$ cat src/hdl/llim_mac.sv
// Shared multiplier with registered product and round-half-up shift, used
// for the gain smoothing and for scaling each channel. No package dependency.
module llim_mac #(
    parameter int SAMPLE_BITS = 24,
    parameter int COEF_BITS   = 24,
    localparam int S  = SAMPLE_BITS,
    localparam int C  = COEF_BITS,
    localparam int MW = (S > C) ? S : C,
    localparam int PW = MW + S + 2
) (
    input  logic                 aclk,
    input  logic [MW-1:0]        op_a,
    input  logic signed [S:0]    op_b,
    input  logic                 coef_shift,
    output logic signed [PW-1:0] rounded
);

    localparam logic signed [PW-1:0] RND_C = PW'(1) <<< (C - 1);
    localparam logic signed [PW-1:0] RND_S = PW'(1) <<< (S - 2);

    logic signed [PW-1:0] prod_reg;
    logic                 coef_shift_reg;
    logic signed [PW-1:0] sum_c, sum_s;

    always_ff @(posedge aclk) begin
        prod_reg       <= $signed({1'b0, op_a}) * op_b;
        coef_shift_reg <= coef_shift;
    end

    assign sum_c   = prod_reg + RND_C;
    assign sum_s   = prod_reg + RND_S;
    assign rounded = coef_shift_reg ? (sum_c >>> C) : (sum_s >>> (S - 1));

endmodule

$ cat config.mk
export PLATFORM = sky130hd
export DESIGN_NAME = llim_mac
export DESIGN_NICKNAME = d
export VERILOG_FILES = /design/src/hdl/llim_mac.sv
export SDC_FILE = /design/constraint.sdc
export NUM_CORES = 1
export LEC_CHECK = 0
export BUFFER_PORTS_ARGS = -buffer_cell sky130_fd_sc_hd__buf_2
export CELL_PAD_IN_SITES_DETAIL_PLACEMENT = 1
export CELL_PAD_IN_SITES_GLOBAL_PLACEMENT = 1
export CORE_MARGIN = 1.5
export CORE_UTILIZATION = 55
export CTS_BUF_LIST = sky130_fd_sc_hd__clkbuf_2 sky130_fd_sc_hd__clkbuf_4 sky130_fd_sc_hd__clkbuf_8
export CTS_CLUSTER_SIZE = 30
export DETAILED_ROUTE_END_ITERATION = 7
export PLACE_DENSITY = 0.95
export SYNTH_ARGS = -nofsm -noshare
export SYNTH_HDL_FRONTEND = slang
export SYNTH_SLANG_ARGS = --single-unit
$ cat constraint.sdc
create_clock -name aclk -period 18.8 [get_ports aclk]
set_input_delay 3.76 -clock aclk [delete_from_list [all_inputs] [get_ports aclk]]
set_output_delay 3.76 -clock aclk [all_outputs]
set_load 0.05 [all_outputs]
==> impl_results.md, run 1 <==
- CTS tree: done
- Slew HR: between 20% and 30%
- Post-Route Utilization: a little under three fifths
- Global-route wire length before repair: roughly 120000 um
- Crit path time final: 10.60 ns
- Placement Cell Area: roughly 0.022 mm2
- Core area: slightly below 0.04 mm2
- Ys async rst share: 0%
- P&R area growth vs syn: 2.719%
- Final Cell Area: roughly 0.022 mm2
- Root Buffer: clkbuf_8
- Fraction of layout cells with a size suffix above 1: approximately 5.1%
- Vias/cell: around 6.1
- DIE WIDTH: slightly above 200 um
- Detailed-route wire length per cell: 26.22 um
- Total Routing Usage GR: roughly 39%
- Hold buffers post-CTS: 0
- Worst setup EP type: register
- CTS Buffer Depth: 2
- Initial antenna violation count: 1
- Setup Fix Bufs, Post-CTS: 0
- Antenna Violating Nets Remaining: 0
- Data required time of the critical path: roughly 19 ns
- Pre-Repair DR Iteration Count: 5
- Yosys top cell area share: between 40 and 50%
- Synth cell types: between 60 and 70
- RePlAce Congestion: approximately 0.95
- Period utilisation layout: 56.38%
- PostCTS Resize Cnt: 0
- Fin nets: about 3200
- Top FF cell, synth: dfxtp_1
- Most used cell, CP: fa_1
- IO buf count: 100
- Post-synthesis sequential area ratio: 2.673%
- Residual DRC: 0
- Outcome: complete, no violations
- Largest fanout on the critical path: 24
- Family with the most delay on the worst path: adder cells
- Synth Net Count: ~3200
- Top-count cell post-synth: inv_1
- Yosys warning total: 0
- Average cell area after synthesis: about 8.7 um2
- Synth Register Bits: 29
- Antenna cells: 0
- Worst Setup Start Kind: input pin
- Path type of the worst setup path: in2reg
- First DRT Iteration DRCs: between 1000 and 1500
- Die Span Y: 201.7 um
- Largest net degree at the start of global routing: 64
- RSZ-0062 raised after global routing: false
- FP Rows: 72
- Critical Path Max Stage Delay: roughly 0.58 ns
- Initial Util: a little under three fifths
- Syn Inst Count: ~2500
- I/O Pins: between 100 and 150
- Critical-path top delay cell: buf_2
- Critical-path cell list: buf_2 > nand2_1 > fa_1 > inv_1 > fa_1 > inv_1 > fa_1 > inv_1 > fa_1 > fa_1 > fa_1 > inv_1 > fa_1 > inv_1 > ha_1 > a21oi_2 > a21boi_0 > a311oi_1 > a31oi_2 > a21oi_1 > o211ai_1 > a21oi_1 > xnor2_1
- Num CTS Buffers: 5
- CP arrival: approximately 11 ns
- Max Cap Viol: 0
- HP Class: in2reg
- Largest register FFs: 28
- WP buf/inv: 6
- Most instantiated cells after synthesis: inv_1, fa_1, nand2_1
- Vias in the first global route: approximately 22000
- Worst-Margin Slew: 1.057 ns
- Number of synthesized flops with an enable pin: 0
- Clk slew on worst S/H paths: 0.06 ns
- Num Clock Sinks: 29
- Final wirelength: between 70000 and 80000 um
- Fmax: 94.35 MHz
- Die area: 0.04070 mm2
- Main area contributors after synthesis: fa_1, ha_1, inv_1
- Gr ovfl total: 0
- Post-Syn Area: about 0.022 mm2
- Final hold viol count: 0
- Top cell type by total area after synthesis: fa_1
- Hold WS: around 3.6 ns
- CTS H-tree lvls: 2
- Final HPWL DP: roughly 63000 um
- Max Transition Viols Final: 0
- Setup TNS: 0 ns
- Setup violators final: 0
- Via count: between 15000 and 20000
-- cell families (layout without fill, tap and decap cells) --
| logic type | count (synthesis) | count (layout) | synth area share (%) |
|---|---|---|---|
| xor+xnor | 64 | 64 | 2.580 |
| buf+inv | 703 | 666 | 12.63 |
| fa+ha+maj | 712 | 712 | 58.36 |
| simple gates | 794 | 794 | 18.33 |
| compound gates | 176 | 176 | 5.189 |
| mux | 5 | 5 | 0.2362 |
| flops | 29 | 29 | 2.673 |
-- final timing paths --
path | start | end | slack, ns | depth (start not counted)
worst max-delay path | op_b[5] | prod_reg[48] | 8.20 | 23
worst min-delay path | coef_shift | coef_shift_reg | 3.58 | 1
-- cells in the final DEF (no fill, tap or decap), types with 22 or more instances in the layout --
master     n
inv_1    556
fa_1     502
nand2_1  346
and2_1   290
ha_1     210
buf_2    100
a21oi_1   60
nor2_1    43
xnor2_1   40
o21ai_0   32
dfxtp_1   28
xor2_1    24
nand4_1   22
-- stage by stage --
stage / setup slack (ns) / cells
after floorplan: 9.094 / 2483
after global placement: 8.578 / 2956
after detailed placement: 8.090 / 2956
after CTS: 8.397 / 2964
after global routing: 8.056 / 2964
final: 8.201 / 2964
-- routing by layer --
metal / track usage, % / wire length, um / up-vias / part of all wire (%)
met4: 25.61 / 5757 / 0 / 7.4
met3: 9.637 / 8067 / 507 / 10
met5: 0 / 0 / - / 0
met2: 65.96 / 36900 / 1298 / 47
met1: 44.89 / 27000 / 9097 / 35
li1: - / - / 7257 / -
-- cell type report --
| type | instances | area (um2) |
|---|---|---|
| Fill cell | 4556 | 16510 |
| Timing Repair Buffer | 101 | 508.0 |
| Clock inverter | 2 | 10.01 |
| Inverter | 557 | 2091 |
| Multi-Input combinational cell | 1751 | 18400 |
| Sequential cell | 29 | 581.8 |
| Tap cell | 518 | 648.1 |
| Clock buffer | 6 | 76.32 |
Power of run 1 is not shown: default switching activity piles up to over one toggle a cycle in this logic, so the estimate is an artifact.
==> run 2: changes to the inputs <==
- ABC_AREA: not set -> 1
- CORE_UTILIZATION: 55 -> 44
- PLACE_DENSITY: 0.95 -> 0.9
- clock period: 18.8 -> 8.7 ns (I/O delays scaled with it)
==> impl_results.md, run 2 <==
- PostCTS Resize Cnt: 0 (unchanged)
- Fraction of layout cells with a size suffix above 1: 5.390% (was 5.110%)
- Worst-Margin Slew: 1.098 ns (was 1.057 ns)
- Initial Util: 44.36% (was 55.95%)
- Hold path depth: 1 (unchanged)
- Number of synthesized flops with an enable pin: 0 (unchanged)
- Outcome: complete, no violations (unchanged)
- Initial antenna violation count: 2 (was 1)
- Die area: 0.05415 mm2 (was 0.04070 mm2)
- Worst setup EP type: register (unchanged)
- P&R area growth vs syn: 3.972% (was 2.719%)
- Crit path time final: slightly above 8 ns
- CTS tree: done (unchanged)
- Worst path depth: 25 (was 23)
- Post-synthesis sequential area ratio: 2.501% (was 2.673%)
- Fmax: approximately 120 MHz
- FP Rows: 84 (was 72)
- CP arrival: 8.31 ns (was 10.81 ns)
- Ys async rst share: 0% (unchanged)
- Global-route wire length before repair: 130800 um (was 121300 um)
- Setup TNS: 0 ns (unchanged)
- Hold buffers post-CTS: 0 (unchanged)
- Pre-Repair DR Iteration Count: 7 (was 5)
- Average cell area after synthesis: 7.380 um2 (was 8.749 um2)
- Max Cap Viol: 0 (unchanged)
- Reg area: 580.6 um2 (was 581.8 um2)
- First DRT Iteration DRCs: 1190 (was 1338)
- Period utilisation layout: around 93%
- Setup violators final: 0 (unchanged)
- Slew HR: 26.30% (was 29.53%)
- Data required time of the critical path: 8.89 ns (was 19.01 ns)
- Family with the most delay on the worst path: adder cells (unchanged)
- Synth Register Bits: 29 (unchanged)
- Num CTS Buffers: 5 (unchanged)
- Most frequent cells in the layout: inv_1, nand2_1, fa_1, ha_1, nor2_1 (was inv_1, fa_1, nand2_1, and2_1, ha_1)
- Top cell type by total area after synthesis: fa_1 (unchanged)
- Critical-path top delay cell: fa_1 (was buf_2)
- Antenna Violating Nets Remaining: 0 (unchanged)
- Multi-input logic area: 0.01839 mm2 (was 0.01840 mm2)
- Via count: 20470 (was 18160)
- Vias/cell: 5.378 (was 6.127)
- Die Span Y: 232.7 um (was 201.7 um)
- Vias in the first global route: 23820 (was 21550)
- Fin nets: 3879 (was 3208)
- Largest fanout on the critical path: 14 (was 24)
- Largest register FFs: 28 (unchanged)
- Final HPWL DP: 70130 um (was 62760 um)
- Total Routing Usage GR: 31.49% (was 39.34%)
- Detailed-route wire length per cell: 21.52 um (was 26.22 um)
- DIE WIDTH: 232.7 um (was 201.7 um)
- HP Class: in2reg (unchanged)
- Residual DRC: 0 (unchanged)
- Final hold viol count: 0 (unchanged)
- Worst Setup Start Kind: input pin (unchanged)
- Core area: 0.05234 mm2 (was 0.03883 mm2)
- Yosys top cell area share: 43.29% (was 46.26%)
- Critical Path Max Stage Delay: 0.58 ns (about the same)
- Main area contributors after synthesis: fa_1, inv_1, nand2_1 (was fa_1, ha_1, inv_1)
- Root Buffer: clkbuf_8 (unchanged)
- WP buf/inv: 9 (was 6)
- Filler cells: 6697 (was 4556)
- Path type of the worst setup path: in2reg (unchanged)
- Top FF cell, synth: dfxtp_1 (unchanged)
- RePlAce Congestion: 0.9304 (was 0.9469)
- Max Transition Viols Final: 0 (unchanged)
- Commonest non-fill, non-tap cell in the layout: inv_1 (unchanged)
- Gr ovfl total: 0 (unchanged)
- CTS H-tree lvls: 2 (unchanged)
- Final wirelength: 81890 um (was 77730 um)
- CTS Buffer Depth: 2 (unchanged)
- RSZ-0062 raised after global routing: false (unchanged)
- Num Clock Sinks: 29 (unchanged)
- Clk slew on worst S/H paths: 0.08 ns (was 0.06 ns)
- Post-Syn Area: 0.02322 mm2 (was 0.02172 mm2)
- Setup Fix Bufs, Post-CTS: 0 (unchanged)
- Most instantiated cells after synthesis: inv_1, nand2_1, fa_1 (was inv_1, fa_1, nand2_1)
- Synth cell types: 42 (was 64)
- IO buf count: 100 (unchanged)
- I/O Pins: 101 (unchanged)
- Synth Net Count: 3909 (was 3246)
- Yosys warning total: 0 (unchanged)
- Largest net degree at the start of global routing: 37 (was 64)
- Syn Inst Count: 3146 (was 2483)
- Top-count cell post-synth: inv_1 (unchanged)
[run 2: cell type report]
type	count	area share (%)
Antenna cell	1	0.01037
Clock buffer	5	0.2851
Clock inverter	3	0.1918
Inverter	956	14.87
Multi-Input combinational cell	2010	76.17
Sequential cell	29	2.405
Tap cell	688	3.566
Timing Repair Buffer	114	2.509
[run 2: cells by family after synthesis]
family | share of synthesized area, %
XOR/XNOR | 1.622
flip-flops | 2.501
AND/OR/NAND/NOR | 18.54
adder cells (fa/ha/maj) | 54.60
buffers and inverters | 18.31
AO/OA/AOI/OAI | 4.424
[run 2: stage by stage]
stage	instances	area (um2)	util, %	hold WS (ns)	setup WS (ns)
2_1_floorplan	3146	23220	-	1.768	1.362
3_3_place_gp	3797	24020	45.90	1.877	0.7149
3_5_place_dp	3797	24020	45.90	1.877	0.3822
4_1_cts	3805	24140	46.12	1.577	0.6678
5_1_grt	3806	24140	46.12	1.570	0.4127
6_report	3806	24140	46.12	1.563	0.5827
[run 2: path summary, 6_finish.rpt]
check | start | to
setup / recovery | op_a[17] | prod_reg[46]
hold / removal | coef_shift | coef_shift_reg
[run 2: per-layer routing]
layer	vias up	track usage, %	part of all wire, %
li1	8819	-	-
met1	10350	36.66	37
met2	952	56.40	51
met3	341	4.975	7.2
met4	2	14.84	5.1
met5	-	0	0.018
Power of run 2 is left out for the same reason.
