<file path="src/hdl/llim_div.sv">
// Restoring divider, one quotient bit per cycle, for the target gain
// threshold / peak. Expects dividend < divisor. No package dependency.
module llim_div #(
    parameter int SAMPLE_BITS = 24,
    localparam int S   = SAMPLE_BITS,
    localparam int CNW = $clog2(SAMPLE_BITS)
) (
    input  logic         aclk,
    input  logic         aresetn,
    input  logic         start,
    input  logic [S-1:0] dividend,
    input  logic [S-1:0] divisor,
    output logic         done,
    output logic [S-2:0] quotient
);

    logic         active_reg, active_next;
    logic         done_reg, done_next;
    logic [CNW-1:0] cnt_reg, cnt_next;
    logic [S:0]   rem_reg, rem_next;
    logic [S-2:0] quo_reg, quo_next;
    logic [S:0]   shifted;
    logic         fits;

    assign shifted = {rem_reg[S-1:0], 1'b0};
    assign fits    = (shifted >= {1'b0, divisor});

    always_comb begin
        active_next = active_reg;
        done_next   = 1'b0;
        cnt_next    = cnt_reg;
        rem_next    = rem_reg;
        quo_next    = quo_reg;
        if (start) begin
            active_next = 1'b1;
            cnt_next    = '0;
            rem_next    = {1'b0, dividend};
        end else if (active_reg) begin
            rem_next = fits ? (shifted - {1'b0, divisor}) : shifted;
            quo_next = {quo_reg[S-3:0], fits};
            cnt_next = cnt_reg + 1'b1;
            if (cnt_reg == CNW'(S - 2)) begin
                active_next = 1'b0;
                done_next   = 1'b1;
            end
        end
    end

    always_ff @(posedge aclk) begin
        if (!aresetn) begin
            active_reg <= 1'b0;
            done_reg   <= 1'b0;
            cnt_reg    <= '0;
        end else begin
            active_reg <= active_next;
            done_reg   <= done_next;
            cnt_reg    <= cnt_next;
        end
    end

    always_ff @(posedge aclk) begin
        rem_reg <= rem_next;
        quo_reg <= quo_next;
    end

    assign done     = done_reg;
    assign quotient = quo_reg;

endmodule

</file>
<file path="config.mk">
export PLATFORM = sky130hd
export DESIGN_NAME = llim_div
export DESIGN_NICKNAME = d
export VERILOG_FILES = /design/src/hdl/llim_div.sv
export SDC_FILE = /design/constraint.sdc
export NUM_CORES = 1
export LEC_CHECK = 0
export BUFFER_PORTS_ARGS = -buffer_cell sky130_fd_sc_hd__buf_2
export CORE_MARGIN = 4
export CORE_UTILIZATION = 56
export CTS_CLUSTER_DIAMETER = 120
export CTS_CLUSTER_SIZE = 10
export DETAILED_ROUTE_END_ITERATION = 10
export GPL_TIMING_DRIVEN = 0
export PLACE_DENSITY = 0.81
export SLEW_MARGIN = 25
export SYNTH_ARGS = -nofsm -noshare
export SYNTH_HDL_FRONTEND = slang
export SYNTH_SLANG_ARGS = --single-unit
</file>
<file path="constraint.sdc">
create_clock -name aclk -period 3.2 [get_ports aclk]
set_input_delay 0.32 -clock aclk [delete_from_list [all_inputs] [get_ports aclk]]
set_output_delay 0.32 -clock aclk [all_outputs]
set_load 0.03 [all_outputs]
</file>
==> flow_metrics.tcl, run 1 <==
set metrics [dict create \
    status "finished, final reports clean" \
    path_class "register to register" \
    die_width_um 89.9 \
    cts-resized-gates 0 \
    grt_pass1_vias 3130 \
    reg2reg_from "rem_reg[5]$_DFFE_PP_" \
    hold_buffers 0 \
    leakage_nw 1.82 \
    dpl.hpwl_um 6780 \
    synth_edf_count 47 \
    gp_congestion 0.932 \
    fill_cells 548 \
    cp_max_fo 10 \
    timing.fmax_ghz 0.333 \
    synth_area_mm2 0.00375 \
    endpoint_kind "register" \
    yosys.area.top_type_share 0.376 \
    wl_met3_um 666 \
    async_flop_share 0 \
    hp-class "input port to register" \
    seq_area_frac_synth 0.413 \
    fin_crit_sh 0.939 \
    max_slew_margin 0.528 \
    num_rows 29 \
    grt_pass1_wl_um 14900 \
    slew_violations 0 \
    drt-met1-wl_um 3910 \
    yosys_warnings 0 \
    synth_flop_cell "edfxtp_1" \
    reg2regPathDepth 11 \
    drive_above_1_share 0.258 \
    antenna_left 0 \
    die_area_mm2 0.00808 \
    top_layer_used "met4" \
    top_level_ports 75 \
    fp.coreArea_mm2 0.00642 \
    largest_reg_flops 24 \
    grt_max_degree 25 \
    ys_ff_latch 54 \
    path_buf_inv 2 \
    critPathLaunchType "register" \
    cts_tree "built" \
    post_cts_buffers 0 \
    final_nets 527 \
    skew_ns 0.00970 \
    fin_ws_ns 0.196 \
    setup.worst_path.start "rem_reg[5]$_DFFE_PP_" \
    port_buffers 74 \
    start_util 0.584 \
    ys_types 57 \
    arrival_ns 3.13 \
    cts_buffers 5 \
    synth_nets 445 \
    first_iter_violations 204 \
    mostFrequentLayoutCells "buf_2, edfxtp_1, inv_1" \
    critical_path.endpoint "rem_reg[10]$_DFFE_PP_" \
    vias 3060 \
    cp_top_family "compound AO/OA/AOI/OAI gates" \
    dp_slack_ns 0.263 \
    firstDrtPassIters 4 \
    synth_top_cell_by_area "edfxtp_1" \
    area_growth_pct 15.4 \
    diodes 0 \
    syn_inst 367 \
    drcViolationCount 0 \
    p_total_mw 2.69 \
    antenna_found_initial 0 \
    vias_per_cell 5.81 \
    overflow 0 \
    required_ns 3.33 \
    htreeDepth 2 \
    wl_um 8900 \
    max_cap_violations 0 \
    grt_usage 0.224 \
    dr_wl_met2_um 4250 \
    rsz0062_at_grt "no" \
    critPathSlowestCell "edfxtp_1" \
    ir_drop_mv 0.362 \
    hold_viol 0 \
    setup_violations 0 \
    period_minus_slack_ns 3.00 \
    synth_area_per_cell_um2 10.2 \
    tns_ns 0 \
    clk_latency_ns 0.32 \
    tightest_slew_ns 0.707 \
    netlist_top_cells_area "edfxtp_1, ha_1, o311ai_2" \
    routedWlPerCell_um 16.9 \
    clockBufferDepth 2 \
    dp.cells 519 \
    r2r_slack_ns 0.20 \
    critPathMaxStageDelay_ns 0.42 \
    cts_root_buf "clkbuf_8" \
    path_clk_slew_ns 0.11 \
    pwr_density_cell_mw_per_mm2 621 \
    die_h_um 89.9 \
    final_common_cell "buf_2" \
    crit_cells 11 \
    r2r_end "rem_reg[10]$_DFFE_PP_" \
    clock-sinks 54 \
    cp_common_cell "a21oi_1" \
    whs_ns 0.250 \
    final_cells 527 \
    crit_chain "ha_1 > a21oi_1 > nand2_1 > o21ai_1 > a21oi_1 > nor3_1 > o21a_1 > buf_8 > buf_2 > nand3b_1 > o311ai_2" \
]
[synth_stat cells (2+ instances only)]
master,count
dfxtp_1,7
o31a_1,2
buf_6,3
nor4_1,2
o21ai_1,2
nor3_1,6
nand3b_1,14
nand4b_1,2
edfxtp_1,47
clkbuf_8,2
a21oi_1,23
xnor2_1,12
nand2_1,29
nor2_1,24
a211oi_1,6
inv_1,30
o311ai_2,10
a21oi_2,2
o21ai_0,11
nor2b_1,5
nand2b_1,4
ha_1,26
nand3_1,7
a221oi_1,2
a221o_1,7
o211ai_1,2
a31oi_1,2
or3_1,3
a21o_2,2
xor2_1,12
o311ai_1,2
clkbuf_1,9
buf_2,4
o31ai_1,3
o21a_1,3
nor3b_1,5
a21o_1,7
nand4_1,9
[power breakdown]
group          total (mW)  switching (mW)  internal, mW
clock               0.418           0.256         0.162
combinational        1.31           0.753         0.558
sequential          0.960          0.0569         0.903
total                2.69            1.07          1.62
[worst min path at each step]
stage / from / end / slack, ns / cells after the start
floorplan: aresetn / active_reg$_SDFF_PN0_ / 0.45 / 1
global placement: quotient[1]$_DFFE_PP_ / quotient[2]$_DFFE_PP_ / 0.43 / 0
detailed placement: quotient[10]$_DFFE_PP_ / quotient[11]$_DFFE_PP_ / 0.43 / 0
CTS: aresetn / active_reg$_SDFF_PN0_ / 0.25 / 2
global route: aresetn / active_reg$_SDFF_PN0_ / 0.27 / 2
finish: aresetn / active_reg$_SDFF_PN0_ / 0.25 / 2
[logic make-up (layout without fill, tap and decap cells)]
family	after synthesis	in the layout	share of synthesized area
adders and majority gates	27	27	0.0920
muxes	2	2	0.00567
and+or+nand+nor	116	116	0.166
AOI/OAI and AO/OA	93	93	0.196
buffers and inverters	51	134	0.0710
xor gates and xnor gates	24	24	0.0560
DFF	54	54	0.413
[cell type report]
cell class              count  area (um^2)  area share
repair buffers             75          385      0.0889
inverters                  31          129      0.0297
plain buffers              20          138      0.0318
well taps                  77         96.3      0.0222
clock buffers               5         68.8      0.0159
flip-flops and latches     54         1550       0.358
clock inverters             3         26.3     0.00606
multi-input cells         262         1940       0.447
[worst register-to-register path, delay by kind of cell, from the launching register on]
kind | cells | cell delay, ns
buffers and inverters | 2 | 0.44
AND/OR/NAND/NOR | 3 | 0.51
AO/OA/AOI/OAI | 5 | 1.08
flip-flops | 1 | 0.42
adder cells (fa/ha/maj) | 1 | 0.37
[metal layers]
metal | vias to the layer above | GRT usage
met2 | 97 | 0.390
met1 | 1426 | 0.296
met5 | - | 0
li1 | 1528 | -
met4 | 0 | 0.0523
met3 | 9 | 0.0342
[through the flow]
step                 util  cell area (um^2)
floorplan               -              3750
global placement    0.657              4220
detailed placement  0.660              4240
CTS                 0.675              4330
global route        0.675              4330
finish              0.675              4330
(Power assumes the default switching activity.)
==> inputs of run 2 (changes only) <==
CORE_UTILIZATION = 57   (was 56)
CTS_BUF_LIST = sky130_fd_sc_hd__clkbuf_8   (was default)
PLACE_DENSITY = 0.82   (was 0.81)
==> flow_metrics.tcl, run 2 (synthesized netlist as in run 1, its figures left out) <==
set metrics [dict create \
    status "finished, final reports clean" \
    leakage_nw 1.82 \
    clk_latency_ns 0.32 \
    mostFrequentLayoutCells "buf_2, edfxtp_1, inv_1" \
    top_level_ports 75 \
    required_ns 3.34 \
    largest_reg_flops 24 \
    crit_chain "ha_1 > a21oi_1 > nand2_1 > o21ai_1 > a21oi_1 > nor3_1 > o21a_1 > buf_8 > buf_2 > nand3b_1 > o311ai_2" \
    rsz0062_at_grt "no" \
    cts-resized-gates 0 \
    cp_max_fo 10 \
    fp.coreArea_mm2 0.00639 \
    skew_ns 0.0180 \
    path_clk_slew_ns 0.12 \
    die_area_mm2 0.00795 \
    hold_viol 0 \
    arrival_ns 3.08 \
    final_cells 527 \
    endpoint_kind "register" \
    fill_cells 530 \
    vias_per_cell 5.85 \
    setup_violations 0 \
    clock-sinks 54 \
    critPathLaunchType "register" \
    die_h_um 89.2 \
    whs_ns 0.254 \
    start_util 0.588 \
    antenna_found_initial 0 \
    pwr_density_cell_mw_per_mm2 622 \
    diodes 0 \
    grt_usage 0.235 \
    timing.fmax_ghz 0.341 \
    htreeDepth 2 \
    first_iter_violations 198 \
    cp_common_cell "a21oi_1" \
    fin_crit_sh 0.916 \
    cts_root_buf "clkbuf_8" \
    final_nets 527 \
    dp.cells 519 \
    tightest_slew_ns 0.697 \
    drive_above_1_share 0.258 \
    cp_top_family "compound AO/OA/AOI/OAI gates" \
    tns_ns 0 \
    hold_buffers 0 \
    final_util 0.678 \
    final_common_cell "buf_2" \
    gp_congestion 0.931 \
    clockBufferDepth 2 \
    dpl.hpwl_um 6660 \
    cts_tree "built" \
    hp-class "input port to register" \
    max_cap_violations 0 \
    num_rows 29 \
    post_cts_buffers 0 \
    path_class "register to register" \
    wl_um 8870 \
    grt_pass1_wl_um 14400 \
    port_buffers 74 \
    r2r_slack_ns 0.27 \
    path_buf_inv 2 \
    ir_drop_mv 0.392 \
    die_width_um 89.2 \
    slew_violations 0 \
    cts_buffers 5 \
    max_slew_margin 0.536 \
    critPathSlowestCell "edfxtp_1" \
    critPathMaxStageDelay_ns 0.41 \
    p_total_mw 2.69 \
    vias 3082 \
    period_minus_slack_ns 2.93 \
    routedWlPerCell_um 16.8 \
    area_growth_pct 15.4 \
    grt_pass1_vias 3004 \
    overflow 0 \
    firstDrtPassIters 4 \
    drcViolationCount 0 \
    antenna_left 0 \
    grt_max_degree 25 \
]
-- run 2: path summary, 6_finish.rpt --
kind                                from  depth (start not counted)                endpoint
hold / removal                   aresetn                          2   active_reg$_SDFF_PN0_
setup reg to reg    rem_reg[5]$_DFFE_PP_                         11   rem_reg[14]$_DFFE_PP_
setup / recovery    rem_reg[5]$_DFFE_PP_                         11   rem_reg[14]$_DFFE_PP_
hold reg to reg   quotient[20]$_DFFE_PP_                          0  quotient[21]$_DFFE_PP_
-- run 2: area by class of cell --
| type | instances | area (um^2) | area share |
|---|---|---|---|
| inverters | 31 | 129 | 0.0298 |
| clock buffers | 5 | 68.8 | 0.0159 |
| repair buffers | 75 | 382 | 0.0881 |
| well taps | 77 | 96.3 | 0.0222 |
| multi-input cells | 262 | 1940 | 0.447 |
| plain buffers | 20 | 138 | 0.0318 |
| flip-flops and latches | 54 | 1550 | 0.358 |
| clock inverters | 3 | 28.8 | 0.00664 |
-- run 2: report_power, final --
group	switching, mW	total (mW)	leakage [nW]	internal (mW)
registers	0.0559	0.959	0.515	0.903
logic	0.756	1.31	1.25	0.558
clock network	0.258	0.421	0.0502	0.163
total	1.07	2.69	1.82	1.62
-- run 2: worst reg2reg max path, delay by kind of cell (launching register included) --
family | cells | cell delay (ns)
flops | 1 | 0.41
fa+ha+maj | 1 | 0.37
simple gates | 3 | 0.49
buf+inv | 2 | 0.45
compound gates | 5 | 1.04
-- run 2: through the flow --
| step | worst slack [ns] | cell area, um^2 |
|---|---|---|
| finish | 0.268 | 4330 |
| global route | 0.0894 | 4330 |
| global placement | 0.369 | 4220 |
| detailed placement | 0.316 | 4230 |
| floorplan | 0.676 | 3750 |
| CTS | 0.326 | 4330 |
-- run 2: metal layers --
layer	vias up	GRT usage	wire [um]
li1	1525	-	-
met1	1443	0.310	3890
met2	100	0.399	4330
met3	14	0.0369	497
met4	0	0.0690	157
met5	-	0	0
==> inputs of run 3 (changes only) <==
CORE_UTILIZATION = 52   (was 57)
PLACE_DENSITY = 0.79   (was 0.82)
clock period = 2.5 ns   (was 3.2 ns; I/O delays follow)
==> flow_metrics.tcl, run 3 (synthesized netlist as in run 1, its figures left out) <==
set metrics [dict create \
    status "finished with violations" \
    violations "setup timing" \
    cts_root_buf "clkbuf_8" \
    min_from "aresetn" \
    fp.coreArea_mm2 0.00691 \
    vias 3166 \
    arrival_ns 2.85 \
    dpl.hpwl_um 6970 \
    grt_max_degree 25 \
    swShare 0.400 \
    pwr_density_cell_mw_per_mm2 801 \
    r2r_end "rem_reg[12]$_DFFE_PP_" \
    drcViolationCount 0 \
    htreeDepth 2 \
    switchingPower_mw 1.48 \
    ir_drop_mv 0.461 \
    port_buffers 74 \
    start_util 0.543 \
    grt_pass1_wl_um 15300 \
    grt_usage 0.222 \
    hold-path-endpoint "active_reg$_SDFF_PN0_" \
    p_int_mw 2.22 \
    clockBufferDepth 2 \
    p_total_mw 3.70 \
    area_growth_pct 23.0 \
    hp-class "input port to register" \
    fin_ws_ns -0.259 \
    tightest_slew_ns 0.763 \
    max_slew_margin 0.491 \
    critPathLaunchType "register" \
    tns_ns -4.65 \
    dp_slack_ns -0.286 \
    fin_crit_sh 1.10 \
    p_clk_frac 0.149 \
    num_rows 30 \
    cts_buffers 5 \
    endpoint_kind "register" \
    top_level_ports 75 \
    vias_per_cell 5.75 \
    r2r_slack_ns -0.26 \
    cts_tree "built" \
    gp_congestion 0.930 \
    timing.fmax_ghz 0.362 \
    rsz0062_at_grt "yes" \
    clock-sinks 54 \
    pwr-share-seq 0.335 \
    slew_violations 0 \
    skew_ns 0.0126 \
    die_area_mm2 0.00864 \
    hold_viol 0 \
    fill_cells 571 \
    cp_max_fo 10 \
    reg2reg_from "rem_reg[0]$_DFFE_PP_" \
    drive_above_1_share 0.338 \
    antenna_left 0 \
    max_cap_violations 0 \
    routedWlPerCell_um 17.3 \
    clk_latency_ns 0.32 \
    firstDrtPassIters 4 \
    diodes 0 \
    reg2regPathDepth 10 \
    final_common_cell "buf_2" \
    die_width_um 93.0 \
    mostFrequentLayoutCells "buf_2, edfxtp_1, inv_1, nand2_1, nor2_1" \
    p_comb_frac 0.517 \
    path_clk_slew_ns 0.12 \
    hold_depth 2 \
    required_ns 2.59 \
    first_iter_violations 196 \
    antenna_found_initial 0 \
    final_nets 532 \
    leakage_nw 1.90 \
    grt_pass1_vias 3142 \
    period_minus_slack_ns 2.76 \
    overflow 0 \
    setup_violations 24 \
    die_h_um 93.0 \
    wl_um 9540 \
    path_class "register to register" \
    largest_reg_flops 24 \
]
[run 3: repair_timing]
| item | in CTS | in global routing |
|---|---|---|
| hold endpoints to repair | 0 | 0 |
| cloned | 0 | 1 |
| gates resized for setup | 17 | 26 |
| hold buffers | 0 | 0 |
| endpoints found under the setup margin | 24 | 25 |
| setup buffers | 2 | 3 |
| pin swaps | 1 | 7 |
[run 3: worst max-delay path by stage]
stage / slack, ns / from / endpoint
after global routing: -0.36 / rem_reg[0]$_DFFE_PP_ / rem_reg[22]$_DFFE_PP_
after detailed placement: -0.29 / rem_reg[5]$_DFFE_PP_ / rem_reg[11]$_DFFE_PP_
after CTS: -0.24 / rem_reg[14]$_DFFE_PP_ / rem_reg[12]$_DFFE_PP_
after floorplan: 0.01 / rem_reg[13]$_DFFE_PP_ / rem_reg[12]$_DFFE_PP_
final: -0.26 / rem_reg[0]$_DFFE_PP_ / rem_reg[12]$_DFFE_PP_
after global placement: -0.28 / rem_reg[16]$_DFFE_PP_ / rem_reg[20]$_DFFE_PP_
[run 3: through the flow]
step | util | cell area, um^2 | hold slack (ns) | std cells
floorplan | - | 3770 | 0.378 | 367
global placement | 0.617 | 4260 | 0.425 | 537
detailed placement | 0.619 | 4270 | 0.427 | 538
CTS | 0.645 | 4460 | 0.155 | 548
global route | 0.668 | 4620 | 0.151 | 551
finish | 0.668 | 4620 | 0.166 | 551
[run 3: metal layers]
layer	routed length, um	track usage	vias to the layer above
li1	-	-	1532
met1	4230	0.309	1513
met2	4580	0.362	107
met3	581	0.0276	14
met4	153	0.0708	0
met5	0	0	-
[run 3: cell type report]
class / count / area (um^2) / area share
plain buffers: 19 / 161 / 0.0350
clock buffers: 5 / 68.8 / 0.0149
clock inverters: 3 / 28.8 / 0.00623
inverters: 31 / 129 / 0.0279
multi-input cells: 262 / 2110 / 0.458
flip-flops and latches: 54 / 1550 / 0.336
well taps: 96 / 120 / 0.0260
repair buffers: 81 / 444 / 0.0962
[run 3: power by group through the flow]
stage / Sequential, mW / Combinational, mW / Clock [mW]
floorplan: 1.25 / 1.30 / 0
global placement: 1.24 / 1.63 / 0
detailed placement: 1.25 / 1.67 / 0
CTS: 1.23 / 1.76 / 0.561
global route: 1.25 / 2.09 / 0.595
finish: 1.24 / 1.91 / 0.550
[run 3: critical path: stages (launching register included)]
cell      delay (ns)
edfxtp_1        0.47
ha_4            0.32
ha_4            0.11
nand4_1         0.13
or3_4           0.43
nor4_4          0.15
nor3_2          0.07
o21a_2          0.23
buf_8           0.16
buf_8           0.15
a221o_1         0.30
